File: config.mk
export PLATFORM = sky130hd
export DESIGN_NAME = lru_page_reference_stack
export DESIGN_NICKNAME = d
export VERILOG_FILES = /design/src/sv/lrps_pkg.sv /design/src/sv/lrps_cell.sv /design/src/sv/lru_page_reference_stack.sv
export SDC_FILE = /design/constraint.sdc
export NUM_CORES = 1
export LEC_CHECK = 0
export ABC_CLOCK_PERIOD_IN_PS = 5420
export BUFFER_PORTS_ARGS = -buffer_cell sky130_fd_sc_hd__buf_2
export CAP_MARGIN = 0
export CORE_ASPECT_RATIO = 1.4
export CORE_MARGIN = 1
export CORE_UTILIZATION = 60
export CTS_BUF_LIST = sky130_fd_sc_hd__clkbuf_8 sky130_fd_sc_hd__clkbuf_16
export CTS_CLUSTER_DIAMETER = 200
export DETAILED_ROUTE_END_ITERATION = 8
export PLACE_DENSITY = 0.89
export SYNTH_ARGS = -nofsm -noshare
export SYNTH_HDL_FRONTEND = slang
export SYNTH_SLANG_ARGS = --single-unit
File: constraint.sdc
create_clock -name clk -period 5.42 [get_ports clk]
set_input_delay 0.271 -clock clk [delete_from_list [all_inputs] [get_ports clk]]
set_output_delay 0.271 -clock clk [all_outputs]
set_load 0.005 [all_outputs]
File: src/sv/lrps_pkg.sv
// Package for the LRU page reference stack.
// Holds sizing constants and the control struct shared by the top level and the cells.
// No dependencies.
package lrps_pkg;

	localparam int DEPTH     = 8;
	localparam int PAGE_BITS = 16;
	localparam int CAP_BITS  = 4;
	localparam int OCC_BITS  = 4;
	localparam int CNT_BITS  = $clog2(DEPTH + 1);
	localparam int CMP_BITS  = (CNT_BITS > CAP_BITS) ? CNT_BITS : CAP_BITS;

	localparam logic [CAP_BITS-1:0] CAP_RESET = CAP_BITS'(8);

	// broadcast to every cell for one reference
	typedef struct packed {
		logic upd;    // reference accepted this cycle
		logic hit;    // key found somewhere in the stack
		logic evict;  // miss with the stack at or over capacity
	} cell_ctl_t;

endpackage

File: src/sv/lrps_cell.sv
// One slot of the recency stack: page register, valid flag and local compare.
// Depends on lrps_pkg.
module lrps_cell import lrps_pkg::*; (
	input  logic                 clk,
	input  logic                 arst_n,
	input  cell_ctl_t            ctl,
	input  logic [PAGE_BITS-1:0] key,
	input  logic [PAGE_BITS-1:0] prev_page,
	input  logic                 prev_valid,
	input  logic                 match_in,
	input  logic                 next_valid,
	output logic [PAGE_BITS-1:0] page,
	output logic                 valid,
	output logic                 match_out,
	output logic [PAGE_BITS-1:0] tail_page
);

	logic [PAGE_BITS-1:0] page_q;
	logic                 valid_q;
	logic                 shift;

	assign match_out = match_in | (valid_q && (page_q == key));
	// last valid slot offers its page as the eviction candidate
	assign tail_page = (valid_q && !next_valid) ? page_q : '0;

	always_comb begin
		if (ctl.hit) begin
			shift = !match_in;
		end else if (ctl.evict) begin
			shift = valid_q;
		end else begin
			shift = valid_q | prev_valid;
		end
	end

	always_ff @(posedge clk) begin
		if (ctl.upd && shift) begin
			page_q <= prev_page;
		end
	end

	always_ff @(posedge clk or negedge arst_n) begin
		if (!arst_n) begin
			valid_q <= 1'b0;
		end else if (ctl.upd && !ctl.hit && !ctl.evict) begin
			valid_q <= valid_q | prev_valid;
		end
	end

	assign page  = page_q;
	assign valid = valid_q;

endmodule

File: src/sv/lru_page_reference_stack.sv
// LRU page reference stack: top level with handshake, capacity register and cell row.
// Throughput one reference per cycle while results are taken; a held, untaken result drops in_ready.
// The cell row compares and shifts in the accepting cycle; one result register decouples.
// Reset (arst_n low, asynchronous): stack empty, held count zero, capacity 8, no result held.
// Depends on lrps_pkg and lrps_cell.
module lru_page_reference_stack import lrps_pkg::*; (
	input  logic                 clk,
	input  logic                 arst_n,
	input  logic                 cfg_we,
	input  logic [CAP_BITS-1:0]  cfg_wdata,
	input  logic                 in_valid,
	output logic                 in_ready,
	input  logic [PAGE_BITS-1:0] page,
	output logic                 out_valid,
	input  logic                 out_ready,
	output logic                 hit,
	output logic                 evicted,
	output logic [PAGE_BITS-1:0] evicted_page,
	output logic [OCC_BITS-1:0]  occupancy
);

	logic [CAP_BITS-1:0]  capacity_q;
	logic [CNT_BITS-1:0]  held_q;
	logic                 out_valid_q;
	logic                 hit_q;
	logic                 evicted_q;
	logic [PAGE_BITS-1:0] evicted_page_q;
	logic [OCC_BITS-1:0]  occupancy_q;

	// cell row wiring; index i feeds cell i, i+1 comes out of it
	logic [PAGE_BITS-1:0] page_w  [DEPTH+1];
	logic                 valid_w [DEPTH+2];
	logic                 match_w [DEPTH+1];
	logic [PAGE_BITS-1:0] tail_w  [DEPTH];

	logic                 accept;
	logic                 any_hit;
	logic                 evict;
	logic [CMP_BITS-1:0]  eff_cap;
	logic [PAGE_BITS-1:0] tail_page;
	logic [CNT_BITS-1:0]  held_next;
	cell_ctl_t            ctl;

	// output register frees up when the result is taken
	assign in_ready = !out_valid_q || out_ready;
	assign accept   = in_valid && in_ready;

	// capacity zero behaves as one, anything above the row length as the row length
	always_comb begin
		if (capacity_q == '0) begin
			eff_cap = CMP_BITS'(1);
		end else if (CMP_BITS'(capacity_q) > CMP_BITS'(DEPTH)) begin
			eff_cap = CMP_BITS'(DEPTH);
		end else begin
			eff_cap = CMP_BITS'(capacity_q);
		end
	end

	assign any_hit = match_w[DEPTH];
	// held_q >= eff_cap with eff_cap >= 1 also implies a non-empty stack
	assign evict   = !any_hit && (CMP_BITS'(held_q) >= eff_cap);

	assign ctl.upd   = accept;
	assign ctl.hit   = any_hit;
	assign ctl.evict = evict;

	// head of the row: the new page enters cell 0, which always counts as following a valid slot
	assign page_w[0]        = page;
	assign valid_w[0]       = 1'b1;
	assign match_w[0]       = 1'b0;
	assign valid_w[DEPTH+1] = 1'b0;

	for (genvar i = 0; i < DEPTH; i++) begin : g_cell
		lrps_cell u_cell (
			.clk        (clk),
			.arst_n     (arst_n),
			.ctl        (ctl),
			.key        (page),
			.prev_page  (page_w[i]),
			.prev_valid (valid_w[i]),
			.match_in   (match_w[i]),
			.next_valid (valid_w[i+2]),
			.page       (page_w[i+1]),
			.valid      (valid_w[i+1]),
			.match_out  (match_w[i+1]),
			.tail_page  (tail_w[i])
		);
	end

	// only one cell is the last valid one, so an OR collects its page
	always_comb begin
		tail_page = '0;
		for (int i = 0; i < DEPTH; i++) begin
			tail_page = tail_page | tail_w[i];
		end
	end

	assign held_next = (any_hit || evict) ? held_q : held_q + CNT_BITS'(1);

	always_ff @(posedge clk or negedge arst_n) begin
		if (!arst_n) begin
			capacity_q  <= CAP_RESET;
			held_q      <= '0;
			out_valid_q <= 1'b0;
		end else begin
			if (cfg_we) begin
				capacity_q <= cfg_wdata;
			end
			if (accept) begin
				held_q <= held_next;
			end
			if (accept) begin
				out_valid_q <= 1'b1;
			end else if (out_ready) begin
				out_valid_q <= 1'b0;
			end
		end
	end

	// result beat payload
	always_ff @(posedge clk) begin
		if (accept) begin
			hit_q          <= any_hit;
			evicted_q      <= evict;
			evicted_page_q <= evict ? tail_page : '0;
			occupancy_q    <= OCC_BITS'(held_next);
		end
	end

	assign out_valid    = out_valid_q;
	assign hit          = hit_q;
	assign evicted      = evicted_q;
	assign evicted_page = evicted_page_q;
	assign occupancy    = occupancy_q;

endmodule

Word level (Yosys, flattened, before mapping)
Cells that the tools add are included.

Reduce and logical (&&, ||, !) cells: 48. Equal/unequal tests: 8. Bitwise operators: 21. Add/sub/neg operators: 1. Multiply operators: 0. Divide/modulo/power cells: 0. Multiplexer cells: 29. Shift-type cells: 0. Magnitude comparators: 2.

Operators with widths (count): $eq A16 B16 Y1 (8); $mux W16 (8); $or A16 B16 Y16 (7); $logic_and A1 B1 Y1 (27); $mux W1 (18); $logic_not A1 Y1 (17); $or A1 B1 Y1 (14); $mux W4 (3); $add A4 B1 Y4 const B (1); $ge A4 B4 Y1 (1); $gt A4 B4 Y1 const B (1); $logic_not A4 Y1 (1); $logic_or A1 B1 Y1 (2); $reduce_bool A2 Y1 (1).

Logic and storage cells: 132. Output and inout bits: 24. ROM bits: 0. Bits in registers: 167. Memories kept: 0. RAM bits: 0. Input bits: 25. Bits in latches: 0.

Logic depth before layout (Yosys ltp)
Gate-level depths: netlist of run 1.

Word-level depth: 14. Depth in mapped cells: 12. Mapped depth without buffers: 10.

Modules after synthesis
Synthesis of run 1 repeated with hierarchy kept, for this count alone.

Cells, all modules: 623. Area, all modules: 8181.6 sq um.

By module, submodules not included: lrps_cell (cells each 62, sequential area each 505.5 sq um, area each 830.8 sq um, times used 8); lru_page_reference_stack (cells each 127, sequential area each 887.1 sq um, area each 1535.2 sq um, times used 1).

Worst setup path after synthesis of run 1
No wires, ideal clock.

Path kind: flip-flop to flip-flop. From: register out_valid_q (netlist: out_valid). To: register g_cell[7].u_cell.page_q[0] (enable). Data arrival time: 3.218 ns. Clock period less this slack: 3.612 ns. Library setup time: 0.394 ns. Data required time: 5.026 ns. Stages on the path, launching flop included: 8. Path slack: 1.808 ns. Buffers on the path: 1. Cell sequence: dfrtp_1 > nand2b_1 > and2_1 > clkbuf_1 > o21ai_0 > or3_1 > or3_1 > a21oi_1.

Longest elaborated chain between the ends: 4.

RTL lines: start: declaration (RTL line lru_page_reference_stack.sv:24) `logic out_valid_q;`; start signal: assignment (RTL line lru_page_reference_stack.sv:104) `out_valid_q <= 1'b0;`; start signal: assignment (RTL line lru_page_reference_stack.sv:113) `out_valid_q <= 1'b1;`; start signal: assignment (RTL line lru_page_reference_stack.sv:115) `out_valid_q <= 1'b0;`; $logic_not A1 Y1 (RTL line lru_page_reference_stack.sv:45) `assign in_ready = !out_valid_q || out_ready;`; $logic_or A1 B1 Y1 (RTL line lru_page_reference_stack.sv:45); via in_ready (RTL line lru_page_reference_stack.sv:12) `output logic in_ready,`; $logic_and A1 B1 Y1 (RTL line lru_page_reference_stack.sv:46) `assign accept = in_valid && in_ready;`; via accept (RTL line lru_page_reference_stack.sv:36) `logic accept;`; $logic_and A1 B1 Y1 (RTL line lrps_cell.sv:37) `if (ctl.upd && shift) begin`; end signal: assignment (RTL line lrps_cell.sv:38) `page_q <= prev_page;`; end: declaration (RTL line lrps_cell.sv:18) `logic [PAGE_BITS-1:0] page_q;`.

The timed path passes the listed nets, and every way through them passes these cells. A chain may end at the register's enable or synchronous reset.

Final worst setup path of run 1
From: register capacity_q[1]. To: register g_cell[0].u_cell.page_q[11] (enable).

Longest elaborated chain between the ends: 8. Elaborated cells between the ends (all ways): 9. Classes of those cells: order compare: 2; mux: 4; reduce/logical: 3.

RTL lines: start: declaration (RTL line lru_page_reference_stack.sv:22) `logic [CAP_BITS-1:0] capacity_q;`; start signal: assignment (RTL line lru_page_reference_stack.sv:107) `capacity_q <= cfg_wdata;`; $gt A4 B4 Y1 (RTL line lru_page_reference_stack.sv:52) `end else if (CMP_BITS'(capacity_q) > CMP_BITS'(DEPTH)) begin`; $mux W4 (RTL line lru_page_reference_stack.sv:52); $mux W4 * (RTL line lru_page_reference_stack.sv:50) `if (capacity_q == '0) begin`; $ge A4 B4 Y1 * (RTL line lru_page_reference_stack.sv:61) `assign evict = !any_hit && (CMP_BITS'(held_q) >= eff_cap);`; $logic_and A1 B1 Y1 * (RTL line lru_page_reference_stack.sv:61); $mux W1 * (RTL line lrps_cell.sv:29) `end else if (ctl.evict) begin`; $mux W1 * (RTL line lrps_cell.sv:27) `if (ctl.hit) begin`; $logic_and A1 B1 Y1 * (RTL line lrps_cell.sv:37); end signal: assignment (RTL line lrps_cell.sv:38); end: declaration (RTL line lrps_cell.sv:18).

Every way passes the cells marked *; elsewhere a longest branch is shown, timed or not.

==> results of run 1 <==
[report_power, final]
group | switching, mW | leakage, nW | internal [mW]
sequential | 0.0879 | 1.61 | 1.56
clock | 0.512 | 0.277 | 0.632
combinational | 0.356 | 1.40 | 0.210
[metrics by stage]
stage,setup slack (ps),total power [mW],util [%]
after floorplan,1810,2.05,-
after global placement,1520,2.20,64.4
after detailed placement,1360,2.22,64.4
after CTS,1330,3.35,68.8
after global routing,1140,3.45,68.8
final,1310,3.36,68.8
[layout by cell type, fill, tap and decap left out, types with 9 or more instances in the layout]
master	instances
inv_1	12
nor4_1	20
buf_4	12
a21oi_1	10
o21ai_0	24
a221oi_1	16
dfrtp_1	16
edfxtp_1	150
buf_2	48
xnor2_1	10
clkbuf_16	17
xor2_1	124
nand2_1	37
a22oi_1	32
a31oi_4	9
nor2_1	12
[logic make-up (layout without fill, tap and decap cells)]
| group | count (synthesis) | in the layout | share of synthesized area (%) |
|---|---|---|---|
| flops | 167 | 167 | 61.0 |
| xor+xnor | 134 | 134 | 14.5 |
| compound gates | 111 | 111 | 11.7 |
| simple gates | 107 | 107 | 7.32 |
| buf+inv | 44 | 105 | 3.92 |
| fa+ha+maj | 5 | 5 | 0.774 |
| mux | 5 | 5 | 0.743 |
[final timing paths]
kind	startpoint	end	slack, ps	cells after the start
setup / recovery	capacity_q[1]	g_cell[0].u_cell.page[11]	1310	10
hold / removal	in_valid	out_valid	50	2
setup reg to reg	capacity_q[1]	g_cell[0].u_cell.page[11]	1310	10
hold reg to reg	g_cell[0].u_cell.page[4]	g_cell[1].u_cell.page[4]	510	0
max in group asynchronous	arst_n	capacity_q[3]	4790	2
min in group asynchronous	arst_n	g_cell[3].u_cell.valid	310	2
[cell type report]
cell class / count / area, sq um / area share [%]
sequential: 167 / 4930 / 55.2
multi-input combinational: 362 / 2850 / 31.8
clock buffer: 17 / 425 / 4.76
timing repair buffer: 61 / 340 / 3.81
tap: 178 / 223 / 2.49
clock inverter: 15 / 126 / 1.41
inverter: 12 / 45.0 / 0.504
[layer usage]
metal | vias up | share of wire, %
li1 | 2244 | -
met1 | 2614 | 33
met2 | 485 | 47
met3 | 144 | 11
met4 | 0 | 8.1
met5 | - | 0
[registers in the layout, indices dropped and copies added (netlist names)]
signal and flops:
hit 1, occupancy 4, evicted 1, g_cell.u_cell.page 128
held_q 4, out_valid 1, g_cell.u_cell.valid 8, evicted_page 16
capacity_q 4
==> impl_metrics.toml, run 1 <==
[global_routing]
grt.busiest_layer = "met2"
grt_pass1_wl_um = 33500
grt_usage_pct = 34.0
antenna_found_initial = 0
grtUsageMet2_pct = 54.0
grt_overflow = 0
grt_pass1_vias = 5364
met3_usage_pct = 6.93
grt_max_degree = 33
grt_use_met1_pct = 42.7

[layout]
fill_cells = 899
nets = 651
design_area_sq_um = 8940
fin_cells = 812
antenna_cells = 0
syn2layout_area_growth_pct = 10.6
drive_gt1_share_pct = 19.7

[timing]
max_freq_ghz = 0.243
rsz0062_at_grt = "no"
tns_ps = 0
slew_violations = 0
setup_viol = 0
hold_viol_final = 0
skew_ps = 12.6
period_share_pct = 75.8
slew-limit-headroom_pct = 22.9
tightestPinTransition_ps = 1150
timing.hold.ws_ps = 47.6
fin_crit_ps = 4110

[setup_path]
path_max_fanout = 18
worstSetupPathType = "reg -> reg"
slowest_stage = "nand2b_2"
end_kind = "flop"
cp.buffers_inverters = 0
cpPeakStageDelay_ps = 850
crit_arrival_ps = 4160
critPathLaunchType = "flop"
crit_path_cell_trace = "nor2_1 > nor2_1 > nor2_1 > ha_1 > nand2b_1 > a21o_1 > a21o_1 > a21oi_1 > nand2b_2 > o21a_1"
cp_common_cell = "nor2_1"
crit_required_ps = 5470
critical_path.top_delay_family = "compound AO/OA/AOI/OAI gates"

[logic_synthesis]
synth_edf_count = 150
synth.avg_cell_area_sq_um = 14.1
netlist_area_sq_um = 8080
yosysUniqueCellTypes = 42
synth_top_area_share_pct = 55.7
post-synth-top-count-cell = "edfxtp_1"
ys_seq_area_share_pct = 61.0
syn_nets = 603
synth_commonest_cells = "150 x edfxtp_1, 124 x xor2_1, 37 x nand2_1"
postSynthCellCount = 573
yosysTopAreaCell = "edfxtp_1"
yosysWarnings = 0
async_flop_share_pct = 10.2
yosys-top-cells-area = "edfxtp_1 56%, xor2_1 13%, dfrtp_1 5.0%, a22oi_1 3.0%, buf_6 2.5%"
synth-seq-cells = 167
synth-main-ff-cell = "edfxtp_1"

[clock_network]
clockBufferDepth = 2
root_buffer = "clkbuf_16"
insertion_delay_ps = 430
clk_pin_slew_ps = 60
h-tree-depth = 4
ctsResizeCount = 0
cts_setup_buffers = 0
cts.sinks = 167
cts_tree = "done"
cts_buffers = 17
postCtsHoldBufs = 1

[floorplanning]
die_y_um = 139
ios = 49
start_util_pct = 62.2
core_sq_um = 13000
dieWidth_um = 100
die_area_sq_um = 13900
rows = 49

[detailed_routing]
routedWlPerCell_um = 27.6
vias_per_cell = 6.76
ant_nets = 0
first_pass_iters = 6
drcViolationCount = 0
vias = 5487
initialDrtViolationCount = 744
totalWireLength_um = 22400

[outcome]
status = "completed"

[place]
dpl.hpwl_um = 14700
postPlaceCellArea_sq_um = 8380
portBuffers = 48
dp_cells = 779
globalplace.congestion = 0.980

[power_and_ir_drop]
p_per_area_nw_per_um2 = 375
vdd_drop_max_mv = 0.236
p_leak_nw = 3.29

[min_path]
hold_class = "in -> reg"

[flow_run]
drv_cap = 0
No activity file was read; power rests on OpenSTA's default activity.
==> inputs of run 2 (changes only) <==
ABC_CLOCK_PERIOD_IN_PS = 3400   (was 5420)
CORE_UTILIZATION = 55   (was 60)
PLACE_DENSITY = 0.86   (was 0.89)
clock period = 3.4 ns   (was 5.42 ns; I/O delays follow)
==> impl_metrics.toml, run 2 (same netlist as run 1, synthesis figures left out) <==
[setup_path]
crit_required_ps = 3450
crit_path_cell_trace = "xor2_1 > nor4_1 > nand4_2 > o32ai_4 > nor4_4 > inv_1 > o21ai_0 > a21oi_2"
r2r_start = "g_cell[4].u_cell.page[8]"
path_max_fanout = 16
cpPeakStageDelay_ps = 750
end_kind = "flop"
crit_arrival_ps = 3340
r2r_slack_ps = 110
worstSetupPathType = "reg -> reg"
slowest_stage = "a21oi_2"
ff2ff_path_depth = 8
regToRegEndpoint = "g_cell[7].u_cell.page[1]"
critPathLaunchType = "flop"

[detailed_routing]
first_pass_iters = 8
vias_per_cell = 6.39
initialDrtViolationCount = 760
totalWireLength_um = 21100
vias = 5364
routedWlPerCell_um = 25.1
drcViolationCount = 1
ant_nets = 0

[global_routing]
antenna_found_initial = 0
grt_usage_pct = 28.9
grt_max_degree = 32
grt_overflow = 0
grt_pass1_vias = 5359
grt_pass1_wl_um = 31900

[power_and_ir_drop]
p_int_mw = 4.16
share_seq_of_total_power_pct = 46.2
comb_power_share_pct = 16.3
p_sw_share_pct = 26.6
switchingPower_mw = 1.51
pwr-share-clk_pct = 37.4
p_leak_nw = 3.40
p_per_area_nw_per_um2 = 617
vdd_drop_max_mv = 0.367

[place]
globalplace.congestion = 0.953
dp_cells = 801
portBuffers = 48
dpl.hpwl_um = 15000

[layout]
nets = 668
antenna_cells = 0
syn2layout_area_growth_pct = 13.8
finish.utilization_pct = 63.9
layout_common_cells = "150 x edfxtp_1, 124 x xor2_1, 48 x buf_2"
fill_cells = 1000
fin_cells = 840
drive_gt1_share_pct = 21.2
layout_commonest_cell = "edfxtp_1"
largest_register_ffs = 128

[clock_network]
clk_pin_slew_ps = 70
clockBufferDepth = 2
cts_setup_buffers = 0
h-tree-depth = 4
cts.sinks = 167
cts_buffers = 17
cts_tree = "done"
root_buffer = "clkbuf_16"
insertion_delay_ps = 430

[timing]
tns_ps = 0
slew-limit-headroom_pct = 37.2
hold_viol_final = 0
period_share_pct = 96.9
max_freq_ghz = 0.304
timing.hold.ws_ps = 38.2
slew_violations = 0
skew_ps = 8.24
rsz0062_at_grt = "no"
tightestPinTransition_ps = 942
setup_viol = 0
fin_crit_ps = 3290

[flow_run]
drv_cap = 0

[min_path]
hold_path_end = "g_cell[0].u_cell.page[12]"
hold_class = "in -> reg"
hold_start = "page[12]"
hold_path_depth = 1

[floorplanning]
rows = 52
die_area_sq_um = 15200
dieWidth_um = 104
core_sq_um = 14400
die_y_um = 145
ios = 49
start_util_pct = 56.2

[outcome]
status = "finished with violations"
violations = "DRC"
[run 2: cell types whose count changed in the layout (fill, tap and decap cells not counted), moves of 2 or more]
cell,change
a21oi_1,-2
buf_4,+11
clkinv_2,-4
dlygate4sd3_1,+6
a21oi_2,+2
bufinv_16,+4
[run 2: power groups by stage]
| stage | Sequential (mW) | Clock (mW) | Combinational (mW) |
|---|---|---|---|
| CTS | 2.62 | 2.13 | 0.916 |
| global placement | 2.65 | 0 | 0.884 |
| global route | 2.64 | 2.21 | 0.982 |
| detailed placement | 2.66 | 0 | 0.898 |
| floorplan | 2.63 | 0 | 0.646 |
| finish | 2.62 | 2.12 | 0.927 |
[run 2: layout make-up]
cell class | instances | area [sq um] | share of cell area [%]
clock inverters | 15 | 225 | 2.45
inverters | 12 | 45.0 | 0.490
flip-flops and latches | 167 | 4930 | 53.6
well taps | 189 | 236 | 2.57
repair buffers | 78 | 483 | 5.25
clock buffers | 17 | 425 | 4.63
multi-input cells | 362 | 2850 | 31.0
[run 2: layer usage]
metal | GRT usage, % | up-vias | wire, um
met5 | 0 | - | 0
met4 | 18.1 | 0 | 1370
met3 | 5.37 | 88 | 2040
met2 | 47.6 | 402 | 10400
met1 | 35.2 | 2596 | 7300
li1 | - | 2278 | -
[run 2: worst max-delay path: cells and delay by family, from the launching register on]
family | cells | cell delay, ps
buffers and inverters | 1 | 100
xor gates and xnor gates | 1 | 170
AOI/OAI and AO/OA | 3 | 1120
DFF | 1 | 440
and+or+nand+nor | 3 | 1080
[run 2: per-stage QoR]
stage               area, sq um  worst slack (ps)  total power [mW]
floorplan                  8080              85.4              3.28
global placement           8470               243              3.53
detailed placement         8470              96.8              3.56
CTS                        9190               120              5.66
global route               9190              48.0              5.84
finish                     9190               106              5.67
[run 2: how the worst max path moves through the flow]
stage / startpoint / endpoint / slack, ps / cells after the start
6_report: g_cell[4].u_cell.page[8] / g_cell[7].u_cell.page[1] / 110 / 8
5_1_grt: g_cell[5].u_cell.page[1] / g_cell[7].u_cell.page[1] / 50 / 8
4_1_cts: g_cell[4].u_cell.page[8] / g_cell[0].u_cell.page[11] / 120 / 8
3_5_place_dp: page[8] / g_cell[0].u_cell.page[4] / 100 / 9
3_3_place_gp: page[8] / g_cell[0].u_cell.page[2] / 240 / 9
2_1_floorplan: out_valid / g_cell[4].u_cell.page[0] / 90 / 6
[run 2: repair_timing]
item | CTS | global route
hold buffers | 7 | 0
endpoints found under the hold margin | 22 | 0
setup endpoints to repair | 0 | 8
gates resized for setup | 0 | 1
